## config.mk

```make
export PLATFORM = sky130hd
export DESIGN_NAME = clock_page_replacement_top
export DESIGN_NICKNAME = d
export VERILOG_FILES = /design/src/cpr_pkg.sv /design/src/clock_page_replacement_top.sv /design/src/cpr_entry_ram.sv
export VERILOG_INCLUDE_DIRS = /design/src /design/src/src
export SDC_FILE = /design/constraint.sdc
export NUM_CORES = 2
export LEC_CHECK = 0
export BUFFER_PORTS_ARGS = -buffer_cell sky130_fd_sc_hd__clkbuf_2
export CAP_MARGIN = 20
export CORE_MARGIN = 5
export CORE_UTILIZATION = 35
export DETAILED_ROUTE_END_ITERATION = 8
export SYNTH_ARGS = -nofsm -noshare
export SYNTH_HDL_FRONTEND = slang
export SYNTH_SLANG_ARGS = --single-unit
```

## constraint.sdc

```tcl
create_clock -name clk_i -period 18 [get_ports clk_i]
set_input_delay 2.7 -clock clk_i [delete_from_list [all_inputs] [get_ports clk_i]]
set_output_delay 2.7 -clock clk_i [all_outputs]
set_load 0.05 [all_outputs]
```

## src/clock_page_replacement_top_defines.svh

```systemverilog
// assertion macros for the clock page replacement block
`ifndef CLOCK_PAGE_REPLACEMENT_TOP_DEFINES_SVH
`define CLOCK_PAGE_REPLACEMENT_TOP_DEFINES_SVH

`ifndef NO_ASSERTIONS
// checked only outside reset
`define CPR_ASSERT(lbl, prop, msg) \
  lbl: assert property (@(posedge clk_i) disable iff (!rst_ni) prop) else $error(msg);
// checked at every edge, reset included
`define CPR_ASSERT_ALWAYS(lbl, prop, msg) \
  lbl: assert property (@(posedge clk_i) prop) else $error(msg);
`else
`define CPR_ASSERT(lbl, prop, msg)
`define CPR_ASSERT_ALWAYS(lbl, prop, msg)
`endif

`endif

```

## src/cpr_pkg.sv

```systemverilog
// shared types and constants of the clock page replacement block
`timescale 1ns / 1ps

package cpr_pkg;

  localparam int unsigned MAX_ENTRIES = 16;
  localparam int unsigned MAX_FRAMES  = 8;
  localparam int unsigned PAGE_SLOTS  = 256;
  localparam int unsigned PAGE_W      = 8;
  localparam int unsigned IDX_W       = 4;
  localparam int unsigned FRAME_W     = 3;
  localparam int unsigned COUNT_W     = 4;
  localparam int unsigned CFG_IDX_W   = 2;
  localparam int unsigned CFG_DATA_W  = 5;

  // configuration register indexes
  localparam logic [CFG_IDX_W-1:0] REG_MODE    = 2'd0;
  localparam logic [CFG_IDX_W-1:0] REG_FRAMES  = 2'd1;
  localparam logic [CFG_IDX_W-1:0] REG_ENTRIES = 2'd2;

  // replacement modes
  localparam logic MODE_CLOCK   = 1'b0;
  localparam logic MODE_CLOCK_M = 1'b1;

  // one page table entry
  typedef struct packed {
    logic               present;
    logic               referenced;
    logic               modified;
    logic [FRAME_W-1:0] frame;
  } pte_t;

  // access request to the page entry memory
  typedef struct packed {
    logic              re;
    logic [PAGE_W-1:0] raddr;
    logic              we;
    logic [PAGE_W-1:0] waddr;
    pte_t              wdata;
  } cpr_ram_req_t;

endpackage

```

## src/clock_page_replacement_top.sv

```systemverilog
// top level of the clock page replacement block
`timescale 1ns / 1ps
`include "clock_page_replacement_top_defines.svh"

// Page lookup and frame replacement for one process over a 256-entry page
// table held in a synchronous memory. One item is worked on at a time and
// the result goes to an output register, so the next item is taken while a
// result still waits. A bad index goes straight to the output register, a
// hit or a miss with a free frame first reads and updates its entry, and a
// miss that needs a victim sweeps with the clock hand, then installs. The
// sweep does one memory read-modify-write per cycle, at most n+1 steps for
// plain clock and 3n+1 for enhanced clock, n being the frames in use (at most 8).
// Reset needs no clearing pass; the memory tracks written entries itself.
module clock_page_replacement_top (
  input  logic                           clk_i,
  input  logic                           rst_ni,
  // configuration writes
  input  logic                           cfg_valid_i,
  output logic                           cfg_ready_o,
  input  logic [cpr_pkg::CFG_IDX_W-1:0]  cfg_index_i,
  input  logic [cpr_pkg::CFG_DATA_W-1:0] cfg_data_i,
  // access items
  input  logic                           in_valid_i,
  output logic                           in_stall_o,
  input  logic [cpr_pkg::IDX_W-1:0]      outer_index_i,
  input  logic [cpr_pkg::IDX_W-1:0]      inner_index_i,
  input  logic                           is_write_i,
  // result items
  output logic                           out_valid_o,
  input  logic                           out_stall_i,
  output logic [cpr_pkg::FRAME_W-1:0]    frame_number_o,
  output logic                           index_error_o,
  output logic                           page_fault_o,
  output logic                           victim_valid_o,
  output logic [cpr_pkg::PAGE_W-1:0]     victim_page_o,
  output logic                           victim_dirty_o,
  output logic                           swap_in_o
);
  import cpr_pkg::*;

  localparam logic [2:0] S_IDLE    = 3'd0;
  localparam logic [2:0] S_LOOKUP  = 3'd1;
  localparam logic [2:0] S_SWEEP   = 3'd2;
  localparam logic [2:0] S_INSTALL = 3'd3;
  localparam logic [2:0] S_EMIT    = 3'd4;

  logic [2:0]            state_q, state_d;
  logic                  mode_q;
  logic [3:0]            frames_cfg_q;
  logic [4:0]            entries_cfg_q;
  logic [PAGE_W-1:0]     page_q, page_d;
  logic                  wr_q, wr_d;
  logic [COUNT_W-1:0]    fiu_q, fiu_d;
  logic [FRAME_W-1:0]    hand_q, hand_d;
  logic [FRAME_W-1:0]    step_q, step_d;
  logic [1:0]            round_q, round_d;
  logic [PAGE_W-1:0]     resident_q [MAX_FRAMES];

  // result being built
  logic [FRAME_W-1:0]    frame_q, frame_d;
  logic                  err_q, err_d;
  logic                  fault_q, fault_d;
  logic                  vvalid_q, vvalid_d;
  logic [PAGE_W-1:0]     vpage_q, vpage_d;
  logic                  vdirty_q, vdirty_d;
  logic                  swin_q, swin_d;

  // output register
  logic                  out_valid_q;
  logic [FRAME_W-1:0]    out_frame_q;
  logic                  out_err_q;
  logic                  out_fault_q;
  logic                  out_vvalid_q;
  logic [PAGE_W-1:0]     out_vpage_q;
  logic                  out_vdirty_q;
  logic                  out_swin_q;
  logic                  out_load;

  cpr_ram_req_t          ram_req;
  pte_t                  entry;
  logic                  res_we;
  logic [FRAME_W-1:0]    res_waddr;
  logic [FRAME_W-1:0]    res_raddr;
  logic [PAGE_W-1:0]     res_rdata;

  logic [4:0]            idx_lim;
  logic [COUNT_W-1:0]    frame_lim;
  logic                  idx_bad;
  logic [FRAME_W-1:0]    hand_adj;
  logic [FRAME_W-1:0]    hand_nx;
  logic                  want_mod;
  logic                  found;

  cpr_entry_ram u_entry_ram (
    .clk_i      (clk_i),
    .rst_ni     (rst_ni),
    .req_i      (ram_req),
    .rd_entry_o (entry)
  );

  // configuration registers
  assign cfg_ready_o = 1'b1;

  always_ff @(posedge clk_i or negedge rst_ni) begin
    if (!rst_ni) begin
      mode_q        <= MODE_CLOCK;
      frames_cfg_q  <= 4'(MAX_FRAMES);
      entries_cfg_q <= 5'(MAX_ENTRIES);
    end else if (cfg_valid_i && cfg_ready_o) begin
      unique case (cfg_index_i)
        REG_MODE:    mode_q        <= cfg_data_i[0];
        REG_FRAMES:  frames_cfg_q  <= cfg_data_i[3:0];
        REG_ENTRIES: entries_cfg_q <= cfg_data_i;
        default: ;
      endcase
    end
  end

  // limits derived from the configuration
  always_comb begin
    idx_lim = (entries_cfg_q > 5'(MAX_ENTRIES)) ? 5'(MAX_ENTRIES) : entries_cfg_q;
    idx_bad = ({1'b0, outer_index_i} >= idx_lim) || ({1'b0, inner_index_i} >= idx_lim);
    if (frames_cfg_q == 4'd0) begin
      frame_lim = 4'd1;
    end else if (frames_cfg_q > COUNT_W'(MAX_FRAMES)) begin
      frame_lim = COUNT_W'(MAX_FRAMES);
    end else begin
      frame_lim = frames_cfg_q;
    end
  end

  // clock hand helpers
  assign hand_adj  = ({1'b0, hand_q} >= fiu_q) ? '0 : hand_q;
  assign hand_nx   = (({1'b0, hand_q} + 4'd1) == fiu_q) ? '0 : hand_q + 3'd1;
  assign want_mod  = round_q[0];
  assign found     = (mode_q == MODE_CLOCK_M) ? (!entry.referenced && entry.modified == want_mod)
                                              : !entry.referenced;
  assign res_raddr = (state_q == S_LOOKUP) ? hand_adj : hand_nx;
  assign res_rdata = resident_q[res_raddr];

  assign in_stall_o = (state_q != S_IDLE);
  assign out_load   = (state_q == S_EMIT) && (!out_valid_q || !out_stall_i);

  // sequencer
  always_comb begin
    state_d   = state_q;
    page_d    = page_q;
    wr_d      = wr_q;
    fiu_d     = fiu_q;
    hand_d    = hand_q;
    step_d    = step_q;
    round_d   = round_q;
    frame_d   = frame_q;
    err_d     = err_q;
    fault_d   = fault_q;
    vvalid_d  = vvalid_q;
    vpage_d   = vpage_q;
    vdirty_d  = vdirty_q;
    swin_d    = swin_q;
    ram_req   = '0;
    res_we    = 1'b0;
    res_waddr = hand_q;

    unique case (state_q)
      S_IDLE: begin
        if (in_valid_i) begin
          page_d   = {outer_index_i, inner_index_i};
          wr_d     = is_write_i;
          frame_d  = '0;
          err_d    = idx_bad;
          fault_d  = 1'b0;
          vvalid_d = 1'b0;
          vpage_d  = '0;
          vdirty_d = 1'b0;
          swin_d   = 1'b0;
          if (idx_bad) begin
            state_d = S_EMIT;
          end else begin
            ram_req.re    = 1'b1;
            ram_req.raddr = {outer_index_i, inner_index_i};
            state_d       = S_LOOKUP;
          end
        end
      end

      S_LOOKUP: begin
        if (entry.present) begin
          // hit: mark used, maybe modified
          ram_req.we    = 1'b1;
          ram_req.waddr = page_q;
          ram_req.wdata = '{present: 1'b1, referenced: 1'b1,
                            modified: entry.modified | wr_q, frame: entry.frame};
          frame_d       = entry.frame;
          state_d       = S_EMIT;
        end else begin
          fault_d = 1'b1;
          swin_d  = entry.modified;
          if (fiu_q < frame_lim) begin
            // free frame handed out
            frame_d       = fiu_q[FRAME_W-1:0];
            fiu_d         = fiu_q + 4'd1;
            res_we        = 1'b1;
            res_waddr     = fiu_q[FRAME_W-1:0];
            ram_req.we    = 1'b1;
            ram_req.waddr = page_q;
            ram_req.wdata = '{present: 1'b1, referenced: 1'b1,
                              modified: entry.modified | wr_q, frame: fiu_q[FRAME_W-1:0]};
            state_d       = S_EMIT;
          end else begin
            // start the sweep at the hand
            hand_d        = hand_adj;
            step_d        = '0;
            round_d       = '0;
            ram_req.re    = 1'b1;
            ram_req.raddr = res_rdata;
            state_d       = S_SWEEP;
          end
        end
      end

      S_SWEEP: begin
        if (found) begin
          // evict the page at the hand, keep its modified bit
          vvalid_d      = 1'b1;
          vpage_d       = ram_req.raddr;
          vdirty_d      = entry.modified;
          frame_d       = hand_q;
          hand_d        = hand_nx;
          res_we        = 1'b1;
          res_waddr     = hand_q;
          ram_req.we    = 1'b1;
          ram_req.waddr = resident_q[hand_q];
          ram_req.wdata = '{present: 1'b0, referenced: 1'b0,
                            modified: entry.modified, frame: entry.frame};
          vpage_d       = resident_q[hand_q];
          state_d       = S_INSTALL;
        end else begin
          // clear the use bit where this pass does so, then move on
          if (mode_q == MODE_CLOCK || want_mod) begin
            ram_req.we    = 1'b1;
            ram_req.waddr = resident_q[hand_q];
            ram_req.wdata = '{present: entry.present, referenced: 1'b0,
                              modified: entry.modified, frame: entry.frame};
          end
          hand_d        = hand_nx;
          ram_req.re    = 1'b1;
          ram_req.raddr = res_rdata;
          if (({1'b0, step_q} + 4'd1) == fiu_q) begin
            step_d  = '0;
            round_d = round_q + 2'd1;
          end else begin
            step_d = step_q + 3'd1;
          end
        end
      end

      S_INSTALL: begin
        ram_req.we    = 1'b1;
        ram_req.waddr = page_q;
        ram_req.wdata = '{present: 1'b1, referenced: 1'b1,
                          modified: swin_q | wr_q, frame: frame_q};
        state_d       = S_EMIT;
      end

      S_EMIT: begin
        if (out_load) begin
          state_d = S_IDLE;
        end
      end

      default: begin
        state_d = S_IDLE;
      end
    endcase
  end

  // control state
  always_ff @(posedge clk_i or negedge rst_ni) begin
    if (!rst_ni) begin
      state_q <= S_IDLE;
      fiu_q   <= '0;
      hand_q  <= '0;
      step_q  <= '0;
      round_q <= '0;
    end else begin
      state_q <= state_d;
      fiu_q   <= fiu_d;
      hand_q  <= hand_d;
      step_q  <= step_d;
      round_q <= round_d;
    end
  end

  // item payload and result fields
  always_ff @(posedge clk_i) begin
    page_q   <= page_d;
    wr_q     <= wr_d;
    frame_q  <= frame_d;
    err_q    <= err_d;
    fault_q  <= fault_d;
    vvalid_q <= vvalid_d;
    vpage_q  <= vpage_d;
    vdirty_q <= vdirty_d;
    swin_q   <= swin_d;
    if (res_we) begin
      resident_q[res_waddr] <= page_q;
    end
  end

  // output register
  always_ff @(posedge clk_i or negedge rst_ni) begin
    if (!rst_ni) begin
      out_valid_q <= 1'b0;
    end else if (out_load) begin
      out_valid_q <= 1'b1;
    end else if (!out_stall_i) begin
      out_valid_q <= 1'b0;
    end
  end

  always_ff @(posedge clk_i) begin
    if (out_load) begin
      out_frame_q  <= frame_q;
      out_err_q    <= err_q;
      out_fault_q  <= fault_q;
      out_vvalid_q <= vvalid_q;
      out_vpage_q  <= vpage_q;
      out_vdirty_q <= vdirty_q;
      out_swin_q   <= swin_q;
    end
  end

  assign out_valid_o    = out_valid_q;
  assign frame_number_o = out_frame_q;
  assign index_error_o  = out_err_q;
  assign page_fault_o   = out_fault_q;
  assign victim_valid_o = out_vvalid_q;
  assign victim_page_o  = out_vpage_q;
  assign victim_dirty_o = out_vdirty_q;
  assign swap_in_o      = out_swin_q;

  // checks
  `CPR_ASSERT(a_fiu_bound, (fiu_q <= COUNT_W'(MAX_FRAMES)), "frames in use beyond limit")
  `CPR_ASSERT(a_hand_range, ((fiu_q != '0) |-> ({1'b0, hand_q} < fiu_q)), "hand out of range")
  `CPR_ASSERT(a_sweep_frames, ((state_q == S_SWEEP) |-> (fiu_q != '0)), "sweep with no frames")
  `CPR_ASSERT(a_result_src, ($rose(out_valid_o) |-> $past(state_q == S_EMIT)), "stray result")
  `CPR_ASSERT_ALWAYS(a_reset_out, ((!rst_ni) |-> (out_valid_o !== 1'b1)), "result during reset")

endmodule

```

## src/cpr_entry_ram.sv

```systemverilog
// page entry memory with per-entry valid bits and write-to-read forwarding
`timescale 1ns / 1ps

module cpr_entry_ram (
  input  logic                  clk_i,
  input  logic                  rst_ni,
  input  cpr_pkg::cpr_ram_req_t req_i,
  output cpr_pkg::pte_t         rd_entry_o
);
  import cpr_pkg::*;

  pte_t              mem_q [PAGE_SLOTS];
  pte_t              rdata_q;
  logic [PAGE_SLOTS-1:0] valid_q;
  logic [PAGE_W-1:0] rd_addr_q;
  logic              fwd_q;
  pte_t              fwd_data_q;

  // storage array, read first
  always_ff @(posedge clk_i) begin
    if (req_i.we) begin
      mem_q[req_i.waddr] <= req_i.wdata;
    end
    if (req_i.re) begin
      rdata_q <= mem_q[req_i.raddr];
    end
  end

  // entries never written read as all zero
  always_ff @(posedge clk_i or negedge rst_ni) begin
    if (!rst_ni) begin
      valid_q <= '0;
    end else if (req_i.we) begin
      valid_q[req_i.waddr] <= 1'b1;
    end
  end

  // catch a write to the address read in the same cycle
  always_ff @(posedge clk_i or negedge rst_ni) begin
    if (!rst_ni) begin
      rd_addr_q <= '0;
      fwd_q     <= 1'b0;
    end else if (req_i.re) begin
      rd_addr_q <= req_i.raddr;
      fwd_q     <= req_i.we && (req_i.waddr == req_i.raddr);
    end
  end

  always_ff @(posedge clk_i) begin
    if (req_i.re) begin
      fwd_data_q <= req_i.wdata;
    end
  end

  // read data select
  always_comb begin
    if (fwd_q) begin
      rd_entry_o = fwd_data_q;
    end else if (valid_q[rd_addr_q]) begin
      rd_entry_o = rdata_q;
    end else begin
      rd_entry_o = '0;
    end
  end

endmodule
```

# Word-level counts from Yosys, hierarchy flattened
# Memory sizes are Yosys's and may differ from the RTL's. A register that Yosys moved wholly into a read port is not among the register bits.
# Cells that the tools add are included.
[classes]
addsub = 6
mul = 0
div = 0
n_lt_le_gt_ge = 9
n_eq_ne = 19
shift = 0
mux = 74
bitwise = 5
n_reduce_logical = 30
[op_table]
columns = ["op", "n"]
rows = [
  ["256-bit bitwise OR", 1],
  ["3-bit two-way mux", 22],
  ["15-bit two-way mux", 4],
  ["9-bit two-way mux", 5],
  ["15-bit one-hot mux with 3 select lines", 1],
  ["9-bit one-hot mux with 3 select lines", 1],
  ["8-bit by 9-bit less-than comparator with 1-bit output (second input constant)", 2],
  ["1-bit two-way mux", 17],
  ["8-bit two-way mux", 2],
  ["8-bit one-hot mux with 2 select lines", 1],
  ["3-bit one-hot mux with 5 select lines", 1],
  ["3-bit AND reduction", 5],
  ["2-bit inequality test (second input constant)", 7],
  ["6-bit two-way mux", 2],
  ["3-bit one-hot mux with 2 select lines", 2],
  ["4-bit by 5-bit >= comparator with 1-bit output", 2],
  ["1-bit one-hot mux with 2 select lines", 5],
  ["3-bit one-hot mux with 3 select lines", 1],
  ["3-bit by 1-bit adder with 4-bit output (second input constant)", 2],
  ["1-bit binary-select mux with 8-bit select", 1],
  ["1-bit demux with 8-bit select", 1],
  ["4-bit equality test", 2],
  ["8-bit equality test", 1],
  ["8-bit by 1-bit >= comparator with 1-bit output (second input constant)", 1],
  ["32 further kinds", 54],
]
[totals]
regBits = 338
latchBits = 0
ram_bits = 1600
romBits = 0
inputBits = 21
wordCells = 177
n_memories = 2
[mem_list]
columns = ["name", "words", "word_bits", "rd", "rd_clocked_by_memory_dff", "wr", "line", "rtl"]
rows = [
  ["u_entry_ram.mem_q", 256, 6, 1, 1, 1, "cpr_entry_ram.sv:12", "pte_t mem_q [PAGE_SLOTS];"],
  ["resident_q", 8, 8, 2, 0, 1, "clock_page_replacement_top.sv:57", "logic [PAGE_W-1:0] resident_q [MAX_FRAMES];"],
]

# Depth between registers and ports, before layout
[depth]
ltp_word = 14
ltp_mapped = 25

# Modules after synthesis
# Synthesis repeated with hierarchy kept, for this count alone.
[unflattened]
cells_unflattened = 3809
hier_area_um2 = 76940.0
[modules_own_cells]
columns = ["module", "instances", "cells_each", "area_per_inst_um2"]
rows = [
  ["cpr_entry_ram", 1, 3338, 70505.1],
  ["clock_page_replacement_top", 1, 471, 6434.9],
]

# Worst setup path before layout
# Ideal clock, no wire load.
[synth_path]
path_kind = "reg2reg"
start = "register u_entry_ram.rd_addr_q[0]"
end = "register u_entry_ram.fwd_data_q[1] in the netlist's numbering, data pin"
t_arrival_ps = 12973
required_ps = 15727
path_slack_ps = 2754
stages_incl_launch_ff = 13
n_path_buf = 3
synth_period_minus_slack_ps = 15246
cell_sequence = "dfrtp_1 > buf_6 > buf_12 > mux4_2 > a22oi_1 > nand3_1 > a21o_1 > o32ai_1 > o41ai_1 > clkbuf_1 > nor2_1 > a21oi_1 > o32ai_1"
[synth_rtl]
columns = ["element", "line", "rtl"]
rows = [
  ["from (decl)", "cpr_entry_ram.sv:15", "logic [PAGE_W-1:0] rd_addr_q;"],
  ["from (signal assigned)", "cpr_entry_ram.sv:44", "rd_addr_q <= req_i.raddr;"],
  ["to (signal assigned)", "cpr_entry_ram.sv:51", "fwd_data_q <= req_i.wdata;"],
  ["to (decl)", "cpr_entry_ram.sv:17", "pte_t fwd_data_q;"],
]

# Worst setup path in the final report
[layout_path]
start = "register u_entry_ram.rd_addr_q[0]"
end = "register u_entry_ram.rdata_q[4] (netlist name)"
[layout_via]
elab_chain_cells = 9
word_cells_on_any_way = 11
cone_classes = "1 x eq/ne; 8 x mux; 2 x reduce/logical"
[layout_rtl]
columns = ["element", "line", "rtl"]
rows = [
  ["1-bit binary-select mux with 8-bit select (*)", "cpr_entry_ram.sv:59", "end else if (valid_q[rd_addr_q]) begin"],
  ["1-bit two-way mux (implied by the code) (*)", "cpr_entry_ram.sv:59", ""],
  ["6-bit two-way mux (*)", "cpr_entry_ram.sv:59", ""],
  ["6-bit two-way mux (*)", "cpr_entry_ram.sv:57", "if (fwd_q) begin"],
  ["1-bit equality test / 1-bit logical NOT (equally long branches)", "clock_page_replacement_top.sv:136, clock_page_replacement_top.sv:137", ""],
  ["1-bit logical AND", "clock_page_replacement_top.sv:136", "assign found = (mode_q == MODE_CLOCK_M) ? (!entry.referenced && entry.modified == want_mod)"],
  ["1-bit two-way mux", "clock_page_replacement_top.sv:136", ""],
  ["9-bit two-way mux", "clock_page_replacement_top.sv:222", "if (found) begin"],
  ["9-bit one-hot mux with 3 select lines (*)", "clock_page_replacement_top.sv:164", "unique case (state_q)"],
]
# Every way passes the cells marked *; elsewhere a longest branch is shown, timed or not. The select of a mux whose other input is x is not followed.
# A chain may end at the register's enable or synchronous reset.

==> out/results.ini <==
[run_status]
status=complete, no violations

[hold_path]
hold_path.class=reg2reg
holdPathStages=0

[grt]
grt_pass1_vias=49800
grt_max_degree=254
overflow=0
antenna_found_initial=7
grt_pass1_wl_um=373000
grtUsageTotal=0.216

[sta]
rsz0062_at_grt=false
tightest_slew_ps=1240
slew_violations=0
finalCritPeriodShare=0.539
setup_viol=0
fin_skew_ps=40.0
fin_crit_ps=9710
max_freq_ghz=0.103
finalSetupTns_ps=0
holdWs_ps=416
hold_viol=0
maxSlewHeadroom=0.175

[clock_network]
cts_setup_buffers=0
clock-sinks=1943
clockBufferDepth=3
root_buffer=clkbuf_16
h-tree-depth=4
cts-resized-gates=0
hold_buffers=0
cts_tree=built
numCtsBuffers=193
clock_latency_ps=850
path_clk_slew_ps=60

[synth]
synthDominantCellAreaShare=0.622
syn_inst=6016
synth_flop_cell=edfxtp_1
syn_avg_cell_area_um2=13.3
seq_area_frac_synth=0.713
async_flop_share=0.149
ys_warn_count=0
yosysTopAreaCell=edfxtp_1
synth_fp_nets=6054
synthTopCellsByCount=edfxtp_1 (1653), nand2_1 (1333), nand3_1 (429)
yosysUniqueCellTypes=93
yosysMostFrequentCell=edfxtp_1
synth_area_leaders=edfxtp_1 (62%), dfrtp_1 (9.0%), nand2_1 (6.3%)
yosys_register_bits=1943
syn_area_mm2=0.0798
synth_edf_count=1653

[setup_path]
crit_buf_inv=4
slowest_delay_ps=770
crit_path_end_kind=flop
start_kind=flop
worstPathRequired_ps=18580
cp_slowest_cell=dfrtp_4
critPathKind=reg2reg
path_cells=buf_4 -> mux4_2 -> a22o_1 -> a21oi_1 -> o31ai_1 -> o22ai_1 -> nor3_1 -> a32o_1 -> o21a_4 -> buf_12 -> buf_12 -> buf_4 -> mux2_2 -> a22oi_1 -> o2111ai_1 -> a21oi_1 -> o21ai_0 -> a32o_1 -> a311o_1
ff2ff_path_depth=19
crit_path_max_fanout=143
critical_path_arrival_ps=10290
cp_num_cells=19
cpLargestDelayFamily=compound AO/OA/AOI/OAI gates

[finish]
stdcell_count=9220
nets=6076
fin_util=0.396
final.fill_count=21200
drive_gt1_frac=0.137
area_growth_pct=12.6

[floorplanning]
start_util=0.351
pin_count=40
die_height_um=488
rows=175
fp.dieArea_mm2=0.238
core_area_mm2=0.227
die_w_um=488

[power_and_ir_drop]
p_per_area_mw_per_mm2=158
vdd_drop_max_v=0.000122
leakage_nw=33.1

[detailed_routing]
dr.pass1.iters=8
vias_per_cell=5.71
drc=0
ant_nets=0
dr.first_iter.drc_count=6921
totalWireLength_um=263000
vias=52600
wl_per_cell_um=28.5

[placed_design]
dp_cells=8848
gp_congestion=0.902
dp_hpwl_um=159000
port_buffers=38

[flow_run]
drv_cap=0

[power breakdown]
| group | switching (mW) | leakage [nW] | internal, mW | total, mW |
|---|---|---|---|---|
| Combinational | 3.37 | 11.0 | 1.12 | 4.49 |
| Clock | 1.75 | 3.14 | 2.33 | 4.08 |
| Sequential | 0.150 | 18.9 | 5.46 | 5.61 |
| Total | 5.27 | 33.1 | 8.91 | 14.2 |
[routing by layer]
layer	wire length (µm)	vias to the layer above	global-route usage
met5	87	-	0
met4	13600	4	0.0993
met3	28800	632	0.0537
met2	116000	3172	0.323
met1	104000	26600	0.296
li1	-	22200	-
[kinds of logic (layout without fill, tap and decap cells)]
| kind of cell | count (synthesis) | after routing | share of synthesized area |
|---|---|---|---|
| multiplexers | 340 | 340 | 0.0511 |
| other | 1 | 3 | 0.0000470 |
| AND/OR/NAND/NOR | 2637 | 2637 | 0.147 |
| AO/OA/AOI/OAI | 679 | 679 | 0.0603 |
| buffers and inverters | 383 | 576 | 0.0241 |
| adder cells (fa/ha/maj) | 17 | 17 | 0.00266 |
| XOR/XNOR | 16 | 16 | 0.00193 |
| flip-flops | 1943 | 1943 | 0.713 |
[path summary, 6_finish.rpt]
check	from	to	slack, ps
worst max-delay path	u_entry_ram.rd_addr_q[0]	u_entry_ram.rdata_q[4]	8290
worst min-delay path	vpage_q[4]	victim_page_o[4]	420
worst max register to register	u_entry_ram.rd_addr_q[0]	u_entry_ram.rdata_q[4]	8290
worst min register to register	vpage_q[4]	victim_page_o[4]	420
max in group asynchronous	rst_ni	entries_cfg_q[4]	13320
min in group asynchronous	rst_ni	u_entry_ram.valid_q[251]	1830
[cell type report]
class                   count  area [µm²]  area share
flip-flops and latches   1943       56900       0.633
inverters                  28         105     0.00117
clock buffers             282        5540      0.0616
clock inverters            84         860     0.00956
well taps                3009        3760      0.0419
diodes                      2        5.00   0.0000557
repair buffers            182        1460      0.0162
multi-input cells        3690       21300       0.237
[registers in the layout, indices dropped and copies added (netlist names), 4 cells and up]
name and count:
u_entry_ram.rdata_q 6, victim_page_o 8, u_entry_ram.mem_q 1536, entries_cfg_q 5, u_entry_ram.valid_q 256, u_entry_ram.fwd_data_q 6, u_entry_ram.rd_addr_q 8, frames_cfg_q 4
page_q 8, resident_q 64, vpage_q 8, fiu_q 4
[worst register-to-register path, delay by kind of cell (launching register included)]
| family | cells | cell delay [ps] |
|---|---|---|
| AOI/OAI and AO/OA | 12 | 4420 |
| muxes | 2 | 860 |
| DFF | 1 | 770 |
| buffers and inverters | 4 | 2720 |
| and+or+nand+nor | 1 | 690 |
[placed cells by master (no fill, tap or decap), drive strengths merged, types with 54 or more instances in the layout]
cell / n
clkinv: 61
o21ai: 71
clkbuf: 320
a32oi: 54
a21oi: 128
nor2: 352
buf: 144
a22oi: 56
dfrtp: 288
or2: 258
a31oi: 108
and3: 103
mux2i: 271
edfxtp: 1653
nand3: 429
nand2: 1334
[per-stage QoR]
step | setup slack (ps) | instance area (µm²) | power, mW
6_report | 8290 | 89900 | 14.2
5_1_grt | 8210 | 89900 | 14.6
4_1_cts | 8360 | 89800 | 14.1
3_5_place_dp | 8390 | 83400 | 10.1
3_3_place_gp | 8450 | 83400 | 9.98
2_1_floorplan | 2750 | 79800 | 8.26
No activity file was read; power rests on OpenSTA's default activity.
